File: config.mk
export PLATFORM = sky130hd
export DESIGN_NAME = refcounted_slot_pool
export DESIGN_NICKNAME = d
export VERILOG_FILES = /design/src/rtl/core/rcsp_pkg.sv /design/src/rtl/core/rcsp_ram.sv /design/src/rtl/core/rcsp_ctrl.sv /design/src/rtl/core/rcsp_dpath.sv /design/src/rtl/core/refcounted_slot_pool.sv
export SDC_FILE = /design/constraint.sdc
export NUM_CORES = 1
export LEC_CHECK = 0
export BUFFER_PORTS_ARGS = -buffer_cell sky130_fd_sc_hd__buf_2
export CAP_MARGIN = 25
export CORE_MARGIN = 2
export CORE_UTILIZATION = 35
export CTS_BUF_LIST = sky130_fd_sc_hd__clkbuf_2
export CTS_CLUSTER_SIZE = 25
export DETAILED_ROUTE_END_ITERATION = 6
export GPL_TIMING_DRIVEN = 0
export PLACE_DENSITY = 0.45
export SYNTH_ARGS = -nofsm -noshare
export SYNTH_HDL_FRONTEND = slang
export SYNTH_SLANG_ARGS = --single-unit
File: constraint.sdc
create_clock -name clock -period 10.3 [get_ports clock]
set_clock_uncertainty 0.2 [all_clocks]
set_input_delay 2.06 -clock clock [delete_from_list [all_inputs] [get_ports clock]]
set_output_delay 2.06 -clock clock [all_outputs]
set_load 0.01 [all_outputs]
File: src/rtl/core/rcsp_pkg.sv
// Shared constants, codes and types for the reference-counted slot pool.
package rcsp_pkg;

   // Pool geometry.
   localparam int SLOTS      = 64;
   localparam int COUNT_BITS = 8;
   localparam int SLOT_BITS  = (SLOTS > 1) ? $clog2(SLOTS) : 1;

   // Fixed port field widths.
   localparam int OP_W    = 2;
   localparam int IDX_W   = 6;
   localparam int STAT_W  = 2;
   localparam int RCNT_W  = 8;

   // Request operation codes.
   localparam logic [OP_W-1:0] OP_ALLOC = 2'd0;
   localparam logic [OP_W-1:0] OP_REF   = 2'd1;
   localparam logic [OP_W-1:0] OP_UNREF = 2'd2;

   // Response status codes.
   localparam logic [STAT_W-1:0] ST_OK          = 2'd0;
   localparam logic [STAT_W-1:0] ST_FULL        = 2'd1;
   localparam logic [STAT_W-1:0] ST_DOUBLE_FREE = 2'd2;
   localparam logic [STAT_W-1:0] ST_OVERFLOW    = 2'd3;

   // Commands from the controller to the datapath.
   typedef struct packed {
      logic capture;   // latch the request and launch the count read
      logic execute;   // apply the update and load the result registers
   } ctrl_cmd_type;

endpackage

File: src/rtl/core/rcsp_ram.sv
// Generic simple dual-port RAM with one write port and a registered read port.
module rcsp_ram #(
   parameter int WIDTH = 8,
   parameter int DEPTH = 64,
   parameter int ADDR_W = (DEPTH > 1) ? $clog2(DEPTH) : 1
) (
   input  logic              clock,
   input  logic              wr_en,
   input  logic [ADDR_W-1:0] wr_addr,
   input  logic [WIDTH-1:0]  wr_data,
   input  logic              rd_en,
   input  logic [ADDR_W-1:0] rd_addr,
   output logic [WIDTH-1:0]  rd_data
);

   logic [WIDTH-1:0] mem [DEPTH];
   logic [WIDTH-1:0] rd_data_ff;

   // Write port and registered read port.
   always_ff @(posedge clock) begin
      if (wr_en) begin
         mem[wr_addr] <= wr_data;
      end
      if (rd_en) begin
         rd_data_ff <= mem[rd_addr];
      end
   end

   assign rd_data = rd_data_ff;

endmodule

File: src/rtl/core/rcsp_ctrl.sv
// Controller state machine: sequences one request through lookup and update.
module rcsp_ctrl import rcsp_pkg::*; (
   input  logic         clock,
   input  logic         reset,
   input  logic         start,
   output logic         busy,
   output logic         rsp_strobe,
   output ctrl_cmd_type cmd
);

   typedef enum logic {
      ST_IDLE,
      ST_LOOKUP
   } state_type;

   state_type state_ff, state_in;
   logic      strobe_ff, strobe_in;

   // Next state and commands.
   always_comb begin
      state_in    = state_ff;
      strobe_in   = 1'b0;
      cmd.capture = 1'b0;
      cmd.execute = 1'b0;
      case (state_ff)
         ST_IDLE: begin
            if (start) begin
               cmd.capture = 1'b1;
               state_in    = ST_LOOKUP;
            end
         end
         ST_LOOKUP: begin
            cmd.execute = 1'b1;
            strobe_in   = 1'b1;
            state_in    = ST_IDLE;
         end
         default: begin
            state_in = ST_IDLE;
         end
      endcase
   end

   // State and the registered result strobe.
   always_ff @(posedge clock) begin
      if (reset) begin
         state_ff  <= ST_IDLE;
         strobe_ff <= 1'b0;
      end else begin
         state_ff  <= state_in;
         strobe_ff <= strobe_in;
      end
   end

   assign busy       = (state_ff == ST_LOOKUP);
   assign rsp_strobe = strobe_ff;

endmodule

File: src/rtl/core/rcsp_dpath.sv
// Datapath: busy map, first-free search, count memory and result registers.
module rcsp_dpath import rcsp_pkg::*; (
   input  logic                clock,
   input  logic                reset,
   input  ctrl_cmd_type        cmd,
   input  logic [OP_W-1:0]     req_operation,
   input  logic                req_handle_present,
   input  logic [IDX_W-1:0]    req_slot_index,
   output logic [IDX_W-1:0]    rsp_slot,
   output logic [STAT_W-1:0]   rsp_status,
   output logic                rsp_released,
   output logic [RCNT_W-1:0]   rsp_new_count
);

   // One bit per slot: set when the count is nonzero. A clear bit means the
   // memory entry is stale and the count reads as zero.
   logic [SLOTS-1:0]      busy_map_ff, busy_map_in;

   // Latched request.
   logic [OP_W-1:0]       op_ff;
   logic                  have_ff;
   logic                  in_range_ff;
   logic [IDX_W-1:0]      idx_ff;
   logic [SLOT_BITS-1:0]  free_ff;
   logic                  full_ff;

   // Result registers.
   logic [IDX_W-1:0]      slot_ff, slot_in;
   logic [STAT_W-1:0]     status_ff, status_in;
   logic                  released_ff, released_in;
   logic [RCNT_W-1:0]     count_ff, count_in;

   // Search and memory signals.
   logic [SLOT_BITS-1:0]  free_idx;
   logic                  any_free;
   logic [SLOT_BITS-1:0]  addr;
   logic [COUNT_BITS-1:0] rd_data;
   logic [COUNT_BITS-1:0] cur;
   logic [COUNT_BITS-1:0] next_count;
   logic                  wr_en;
   logic [SLOT_BITS-1:0]  wr_addr;
   logic [COUNT_BITS-1:0] wr_data;

   // Lowest-numbered free slot.
   always_comb begin
      free_idx = '0;
      any_free = 1'b0;
      for (int i = SLOTS - 1; i >= 0; i--) begin
         if (!busy_map_ff[i]) begin
            free_idx = SLOT_BITS'(i);
            any_free = 1'b1;
         end
      end
   end

   // Capture the request at transfer.
   always_ff @(posedge clock) begin
      if (cmd.capture) begin
         op_ff       <= req_operation;
         have_ff     <= req_handle_present;
         in_range_ff <= (32'(req_slot_index) < SLOTS);
         idx_ff      <= req_slot_index;
         free_ff     <= free_idx;
         full_ff     <= !any_free;
      end
   end

   // Count memory: read at transfer, written in the update cycle.
   rcsp_ram #(
      .WIDTH (COUNT_BITS),
      .DEPTH (SLOTS)
   ) u_count_ram (
      .clock   (clock),
      .wr_en   (wr_en),
      .wr_addr (wr_addr),
      .wr_data (wr_data),
      .rd_en   (cmd.capture),
      .rd_addr (SLOT_BITS'(req_slot_index)),
      .rd_data (rd_data)
   );

   assign addr = SLOT_BITS'(idx_ff);
   assign cur  = busy_map_ff[addr] ? rd_data : '0;

   // Update and result computation.
   always_comb begin
      busy_map_in = busy_map_ff;
      wr_en       = 1'b0;
      wr_addr     = addr;
      wr_data     = '0;
      next_count  = '0;
      slot_in     = idx_ff;
      status_in   = ST_OK;
      released_in = 1'b0;
      count_in    = '0;
      if (op_ff == OP_ALLOC) begin
         if (full_ff) begin
            slot_in   = '0;
            status_in = ST_FULL;
         end else begin
            slot_in     = IDX_W'(free_ff);
            count_in    = RCNT_W'(1);
            wr_en       = cmd.execute;
            wr_addr     = free_ff;
            wr_data     = COUNT_BITS'(1);
            busy_map_in[free_ff] = 1'b1;
         end
      end else if ((op_ff == OP_REF || op_ff == OP_UNREF) && have_ff && in_range_ff) begin
         if (op_ff == OP_REF) begin
            if (&cur) begin
               status_in = ST_OVERFLOW;
               count_in  = RCNT_W'(cur);
            end else begin
               next_count        = cur + COUNT_BITS'(1);
               count_in          = RCNT_W'(next_count);
               wr_en             = cmd.execute;
               wr_data           = next_count;
               busy_map_in[addr] = 1'b1;
            end
         end else begin
            if (cur == '0) begin
               status_in = ST_DOUBLE_FREE;
            end else begin
               next_count        = cur - COUNT_BITS'(1);
               count_in          = RCNT_W'(next_count);
               released_in       = (next_count == '0);
               wr_en             = cmd.execute;
               wr_data           = next_count;
               busy_map_in[addr] = (next_count != '0);
            end
         end
      end
   end

   // Busy map: reset marks every slot free.
   always_ff @(posedge clock) begin
      if (reset) begin
         busy_map_ff <= '0;
      end else if (cmd.execute) begin
         busy_map_ff <= busy_map_in;
      end
   end

   // Result registers load in the update cycle.
   always_ff @(posedge clock) begin
      if (cmd.execute) begin
         slot_ff     <= slot_in;
         status_ff   <= status_in;
         released_ff <= released_in;
         count_ff    <= count_in;
      end
   end

   assign rsp_slot      = slot_ff;
   assign rsp_status    = status_ff;
   assign rsp_released  = released_ff;
   assign rsp_new_count = count_ff;

endmodule

File: src/rtl/core/refcounted_slot_pool.sv
// Top level of the reference-counted slot pool: controller plus datapath.
//
//   Channel   Handshake            Fields
//   request   start / busy         req_operation, req_handle_present, req_slot_index
//   response  rsp_strobe (1 cyc)   rsp_slot, rsp_status, rsp_released, rsp_new_count
//
// Each request has two steps: one reads the slot's count from the count
// memory and searches the busy map, one updates the count. The response is
// shown in the cycle after the update, and a new request may be taken then,
// so requests sustain one per two cycles. Synchronous reset marks every slot
// free at once through the busy map; no clearing pass is needed. The
// receiver cannot stall the response.
module refcounted_slot_pool import rcsp_pkg::*; (
   input  logic              clock,
   input  logic              reset,
   input  logic              start,
   output logic              busy,
   input  logic [OP_W-1:0]   req_operation,
   input  logic              req_handle_present,
   input  logic [IDX_W-1:0]  req_slot_index,
   output logic              rsp_strobe,
   output logic [IDX_W-1:0]  rsp_slot,
   output logic [STAT_W-1:0] rsp_status,
   output logic              rsp_released,
   output logic [RCNT_W-1:0] rsp_new_count
);

   ctrl_cmd_type cmd;

   // Sequencing.
   rcsp_ctrl u_ctrl (
      .clock      (clock),
      .reset      (reset),
      .start      (start),
      .busy       (busy),
      .rsp_strobe (rsp_strobe),
      .cmd        (cmd)
   );

   // Storage and arithmetic.
   rcsp_dpath u_dpath (
      .clock              (clock),
      .reset              (reset),
      .cmd                (cmd),
      .req_operation      (req_operation),
      .req_handle_present (req_handle_present),
      .req_slot_index     (req_slot_index),
      .rsp_slot           (rsp_slot),
      .rsp_status         (rsp_status),
      .rsp_released       (rsp_released),
      .rsp_new_count      (rsp_new_count)
   );

endmodule

* Word-level counts from Yosys, hierarchy flattened
Memories as Yosys holds them, arrays and structs flattened. A register that Yosys moved wholly into a read port is not among the register bits. Index checks and enable logic that the tools add are counted.
Cells by class: add/sub/neg operators 2, $lt $le $gt $ge 4, equal/unequal tests 5, muxes and demuxes 173, bitwise operators 4, reductions and logical operators 18
Operators by type and width (number):
- $mux W64 | 6
- $mux W6 | 36
- $or A64 B64 Y64 | 2
- $mux W1 | 81
- $mux W5 | 16
- $mux W8 | 10
- $bwmux W64 | 1
- $mux W4 | 8
- $reduce_and A32 Y1 | 1
- $logic_not A8 Y1 | 2
- $reduce_and A16 Y1 | 1
- $reduce_and A8 Y1 | 2
- $lt A6 B7 Y1 const B | 2
- $mux W2 | 7
- $demux W1 S6 | 2
- $ge A6 B1 Y1 const B | 2
- $mux W3 | 4
- $add A8 B1 Y8 const B | 1
- $reduce_bool A8 Y1 | 1
- $sub A8 B1 Y8 const B | 1
- $bmux W1 S6 | 1
- $reduce_and A5 Y1 | 1
- $reduce_and A4 Y1 | 1
- $reduce_or A4 Y1 | 1
- other kinds (13) | 16
Word-level totals: register bits 99, RAM bits 512, input port bits 12, logic and storage cells 224, memories 1
Memories:
- u_dpath.u_count_ram.mem | depth 64, bits a word 8, rd ports 1, clocked after Yosys merged registers in 1, wr ports 1, line rcsp_ram.sv:16 | logic [WIDTH-1:0] mem [DEPTH];

* Longest topological paths before layout
depth after elaboration 65, gate-level depth with buffers 20, gate-level depth less buffers 15

* By module
From an unflattened synthesis, not the netlist that was laid out.
Unflattened totals: cells, all modules 2010, area total of the unflattened synthesis 28401.0 um2
Modules (own cells, without submodules):
- rcsp_ram | times used 1, cells an instance 940, area an instance 20246.9 um2, seq. area each 15615.0 um2
- rcsp_dpath | times used 1, cells an instance 1063, area an instance 8071.5 um2, seq. area each 2272.2 um2
- rcsp_ctrl | times used 1, cells an instance 7, area an instance 82.6 um2, seq. area each 40.0 um2

* Least setup slack after synthesis
Ideal clock, no wire load.
kind register to register, start point register u_dpath.idx_ff[2], in the netlist u_dpath.addr[2], end point memory u_dpath.u_count_ram.mem[0][0], data pin, library setup time 0.702 ns, arrival 5.717 ns, data required time 9.398 ns, slack 3.682 ns, stages on the path, launching flop included 17, path buffers 2, cells stage by stage edfxtp_1 -> buf_4 -> mux2_4 -> a221o_1 -> a22oi_1 -> o22ai_1 -> or3_4 -> buf_2 -> nand2_1 -> inv_1 -> ha_1 -> and3_1 -> and3_1 -> nand2_1 -> ha_1 -> o21ai_0 -> o21ai_0
On the way: longest elaborated chain between the ends 8
Ends and longest elaborated chain:
- start: declaration | line rcsp_dpath.sv:23 | logic [IDX_W-1:0] idx_ff;
- start signal: assignment | line rcsp_dpath.sv:62 | idx_ff <= req_slot_index;
- $bmux W1 S6 (*) | line rcsp_dpath.sv:83 | assign cur = busy_map_ff[addr] ? rd_data : '0;
- $mux W1 (not written as such) (*) | line rcsp_dpath.sv:83
- $mux W8 (*) | line rcsp_dpath.sv:83
- $sub A8 B1 Y8 (tied with other cells) | line rcsp_dpath.sv:124 | next_count = cur - COUNT_BITS'(1);
- $mux W8, on equally long branches | line rcsp_dpath.sv:121, rcsp_dpath.sv:110
- $mux W8 (*) | line rcsp_dpath.sv:109 | if (op_ff == OP_REF) begin
- $mux W8 (*) | line rcsp_dpath.sv:108 | end else if ((op_ff == OP_REF || op_ff == OP_UNREF) && have_ff && in_range_ff) begin
- $mux W8 (*) | line rcsp_dpath.sv:96 | if (op_ff == OP_ALLOC) begin
- net u_dpath.u_count_ram.wr_data[0] | line rcsp_ram.sv:10 | input logic [WIDTH-1:0] wr_data,
- end: declaration | line rcsp_ram.sv:16
The timed path passes the listed nets; every way through them passes the cells marked *. The select of a mux whose other input is x is not followed.

* Worst setup path after layout
start point register u_dpath.idx_ff[1], in the netlist u_dpath.addr[1], end point memory u_dpath.u_count_ram.mem[24][0] (enable)
On the way: longest elaborated chain between the ends 10
Ends and longest elaborated chain:
- $bmux W1 S6 | line rcsp_dpath.sv:83
- $mux W1 (not written as such) | line rcsp_dpath.sv:83
- $mux W8 | line rcsp_dpath.sv:83
- $logic_not A8 Y1 or $reduce_and A8 Y1 (tied branches) | line rcsp_dpath.sv:121, rcsp_dpath.sv:110
- $mux W1, on equally long branches | line rcsp_dpath.sv:121, rcsp_dpath.sv:110
- $mux W1 | line rcsp_dpath.sv:109
- $mux W1 | line rcsp_dpath.sv:108
- $mux W1 | line rcsp_dpath.sv:96
- $mux W1 | line rcsp_ram.sv:21 | if (wr_en) begin
- $mux W1 (not written as such) | line rcsp_ram.sv:22 | mem[wr_addr] <= wr_data;
Several ways; a longest one is shown, not always the timed one. The select of a mux whose other input is x is not followed.

==> metrics <==
Crit path depth 19; Hold Crit Class flip-flop to flip-flop; I/O Buffers 29; initial antenna violation count 6; H-tree Lvls 4; largest cells by area after synthesis edfxtp_1 56%, mux4_2 13%, dfxtp_1 4.4%; peak supply drop between 80 and 90 µV; Worst EP required 11170 ps; Max Freq 160 MHz; vias in the first global route 21500; PD cells between 100 and 150 nW/µm²; CTS Root Buffer Type clkbuf_2; Rows approximately 110; Max Transition Viols Final 0; CP most frequent cell buf_2; syn nets approximately 2200; drt total wl between 100 and 150 mm; area leader, netlist edfxtp_1; Final Hold Viols 0; async set-reset flop share out of synthesis 0%; Resized Gates After CTS 0; Worst Tran Pin Value 1140 ps; Clk pwr share between 30 and 40%; Die Span X approximately 300 µm; Final nets around 2400; TritonCTS clock tree built; worst-path cell chain buf_4 -> buf_2 -> buf_2 -> nand3_1 -> o31ai_1 -> a221oi_1 -> o22ai_1 -> or3_4 -> buf_2 -> nand2_1 -> inv_1 -> ha_1 -> and3_1 -> and3_1 -> o311ai_2 -> o31a_1 -> a32oi_1 -> buf_2 -> nor2_1; Slew headroom roughly 24%; Switch Pwr roughly 0.0014 W; CTS max path bufs 3; area of the mapped netlist 29700 µm²; register bit total from synthesis ~620; Comb power frac 10.2%; Tmin final between 6000 and 7000 ps; Max Cap Viol 0; CTS clk-pin slew, worst paths 100 ps; RSZ-0062 raised after global routing no; Crit Path Max Fanout 10; post-synth cell types 70; top-area cell type share of the netlist area 55.8%; CP Data Arrival Time around 7100 ps; post-DR vias/cell between 5 and 6; via count about 22000; Synth Flop Type edfxtp_1; kind of end point of the critical path flip-flop; CP delay by family, top compound AO/OA/AOI/OAI gates; fin crit share 60.5%; die area a little under 90000 µm²; DR DRC count 0; crit path kind flip-flop to flip-flop; Starting Density 35.4%; Die Ht 295 µm; latest clock arrival within the worst-skew pair 1440 ps; max incr delay on CP roughly 700 ps; DR iter-0 viols between 2000 and 2500; status finished, final reports clean; proportion of layout cells with a drive suffix above 1 approximately 22%; R2R depth 19; Yosys Warn Count 0; sw frac between 20 and 30%; Internal 0.00356 W; GRT Util Overall between 20% and 30%; Num CTS Buffers 166; first-pass GRT wire length 149 mm; number of fill cells in the layout 8060; postcts setup bufs 0; final setup fails 0; CORE AREA 84000 µm²; largest net degree at the start of global routing 43; Syn Inst Count approximately 2200; Post-synth EDFFs 553; Lkg Pwr about 10 nW; Reg power frac 55.3%; Buf/Inv on CP 6; total design power 0.00498 W; slowest library cell on the worst path a32oi_1; sequential-to-total area share from yosys stat 60.3%; 1st-pass router iterations 5; DR WL/cell between 20 and 30 µm; Routed Antenna Nets 0; post-DP HPWL roughly 71 mm; hold buffers post-CTS 0; I/O pins 31; CP startpoint kind flip-flop; Congestion Overflow GR 0; Avg Cell Area, Syn approximately 13 µm²; routability cong. just over 0.9; Syn-to-layout area delta 12.0%; post-layout util between 30% and 40%; CTS Sinks approximately 620; Hold Crit Depth 2
through the flow:
| step | worst slack (ps) | area, µm² | hold WS [ps] | instances | setup TNS, ps |
|---|---|---|---|---|---|
| 6_report | 4070 | 33300 | 421 | 3684 | 0 |
| 5_1_grt | 3800 | 33300 | 367 | 3677 | 0 |
| 4_1_cts | 4050 | 33200 | 383 | 3666 | 0 |
| 3_5_place_dp | 4140 | 31800 | 417 | 3389 | 0 |
| 3_3_place_gp | -851 | 31300 | 419 | 3372 | -93930 |
| 2_1_floorplan | 3680 | 29700 | 343 | 2209 | 0 |
synthesized netlist by cell type (9+ instances only):
| master | number |
|---|---|
| nor2_1 | 285 |
| nand3_1 | 33 |
| a41o_1 | 65 |
| nand4_1 | 12 |
| o21ai_0 | 30 |
| mux2i_1 | 10 |
| o311ai_1 | 13 |
| mux4_2 | 176 |
| and3_1 | 9 |
| a21oi_1 | 79 |
| dfxtp_1 | 66 |
| buf_1 | 22 |
| nor3_1 | 140 |
| buf_4 | 10 |
| o311ai_0 | 54 |
| buf_2 | 23 |
| nor4_1 | 130 |
| a31oi_1 | 10 |
| nor4b_1 | 64 |
| inv_1 | 25 |
| clkbuf_1 | 158 |
| nor3b_1 | 10 |
| edfxtp_1 | 553 |
| nand2_1 | 108 |
layer usage:
metal | part of all wire [%] | routed length, µm | global-route usage [%] | vias to the layer above
met3 | 7.0 | 7290 | 4.58 | 232
met4 | 3.8 | 3950 | 10.2 | 2
li1 | - | - | - | 9438
met1 | 43 | 44300 | 32.2 | 10900
met5 | 0.0077 | 8 | 0 | -
met2 | 46 | 48100 | 37.6 | 1000
cell usage in the layout, fill, tap and decap left out, types with 6 or more instances in the layout:
cell type / n
and3_1: 9
a41o_1: 65
or3_1: 7
nor4_1: 130
o21ai_0: 27
nor4b_1: 64
buf_1: 22
nand2_1: 108
clkbuf_2: 230
a21oi_1: 79
nand4_1: 12
ha_1: 7
and2_1: 6
nor3b_2: 8
mux2i_1: 10
mux4_2: 176
o311ai_0: 54
nor2_1: 284
a31oi_1: 10
buf_2: 52
buf_4: 12
dfxtp_1: 66
clkinv_1: 33
nand3b_1: 6
buf_12: 6
clkbuf_1: 158
edfxtp_1: 553
nor3_1: 140
nand3_1: 33
o311ai_1: 13
buf_8: 9
nor2b_1: 7
diode_2: 11
nand2b_1: 7
buf_6: 6
inv_1: 25
power groups by stage:
stage / combinational, W / sequential (W) / clock (W)
final: 0.000509 / 0.00275 / 0.00172
after global routing: 0.000535 / 0.00276 / 0.00191
after CTS: 0.000503 / 0.00275 / 0.00179
after detailed placement: 0.000502 / 0.00281 / 0
after global placement: 0.000473 / 0.00283 / 0
after floorplan: 0.000287 / 0.00282 / 0
worst register-to-register path, cell delays in order (launching register included):
cell and delay (ps):
edfxtp_1 330, buf_4 200, buf_2 350, buf_2 330
nand3_1 110, o31ai_1 80, a221oi_1 130, o22ai_1 550
or3_4 260, buf_2 230, nand2_1 210, inv_1 130
ha_1 260, and3_1 240, and3_1 390, o311ai_2 190
o31a_1 200, a32oi_1 700, buf_2 450, nor2_1 310
kinds of logic after synthesis:
| kind of cell | share of synthesized area [%] |
|---|---|
| simple gates | 14.3 |
| flops | 60.3 |
| compound gates | 7.58 |
| buf+inv | 3.48 |
| mux | 13.8 |
| xor+xnor | 0.206 |
| fa+ha+maj | 0.295 |
state kept, by name, summed over array words and instances, names as in the netlist, 2 cells and up:
register                     flops
u_dpath.free_ff                  6
u_dpath.rsp_slot                 6
u_dpath.u_count_ram.rd_data      8
u_dpath.addr                     6
u_dpath.u_count_ram.mem        512
u_dpath.rsp_new_count            8
u_dpath.busy_map_ff             64
u_dpath.rsp_status               2
u_dpath.op_ff                    2
final timing paths:
check	start	to	slack, ps
worst max-delay path	u_dpath.addr[1]	u_dpath.u_count_ram.mem[24][0]	4070
worst min-delay path	u_dpath.busy_map_ff[0]	u_dpath.free_ff[0]	420
worst max register to register	u_dpath.addr[1]	u_dpath.u_count_ram.mem[24][0]	4070
worst min register to register	u_dpath.busy_map_ff[0]	u_dpath.free_ff[0]	420
area by class of cell:
| type | count | area (µm²) | share of cell area [%] |
|---|---|---|---|
| plain buffers | 219 | 927 | 2.78 |
| well taps | 1134 | 1420 | 4.26 |
| inverters | 29 | 109 | 0.327 |
| clock buffers | 229 | 1150 | 3.44 |
| clock inverters | 48 | 279 | 0.838 |
| repair buffers | 53 | 564 | 1.69 |
| flip-flops and latches | 619 | 17900 | 53.8 |
| diodes | 11 | 27.5 | 0.0827 |
| multi-input cells | 1342 | 10900 | 32.7 |
Note: power is estimated with default switching activity, not from simulation.
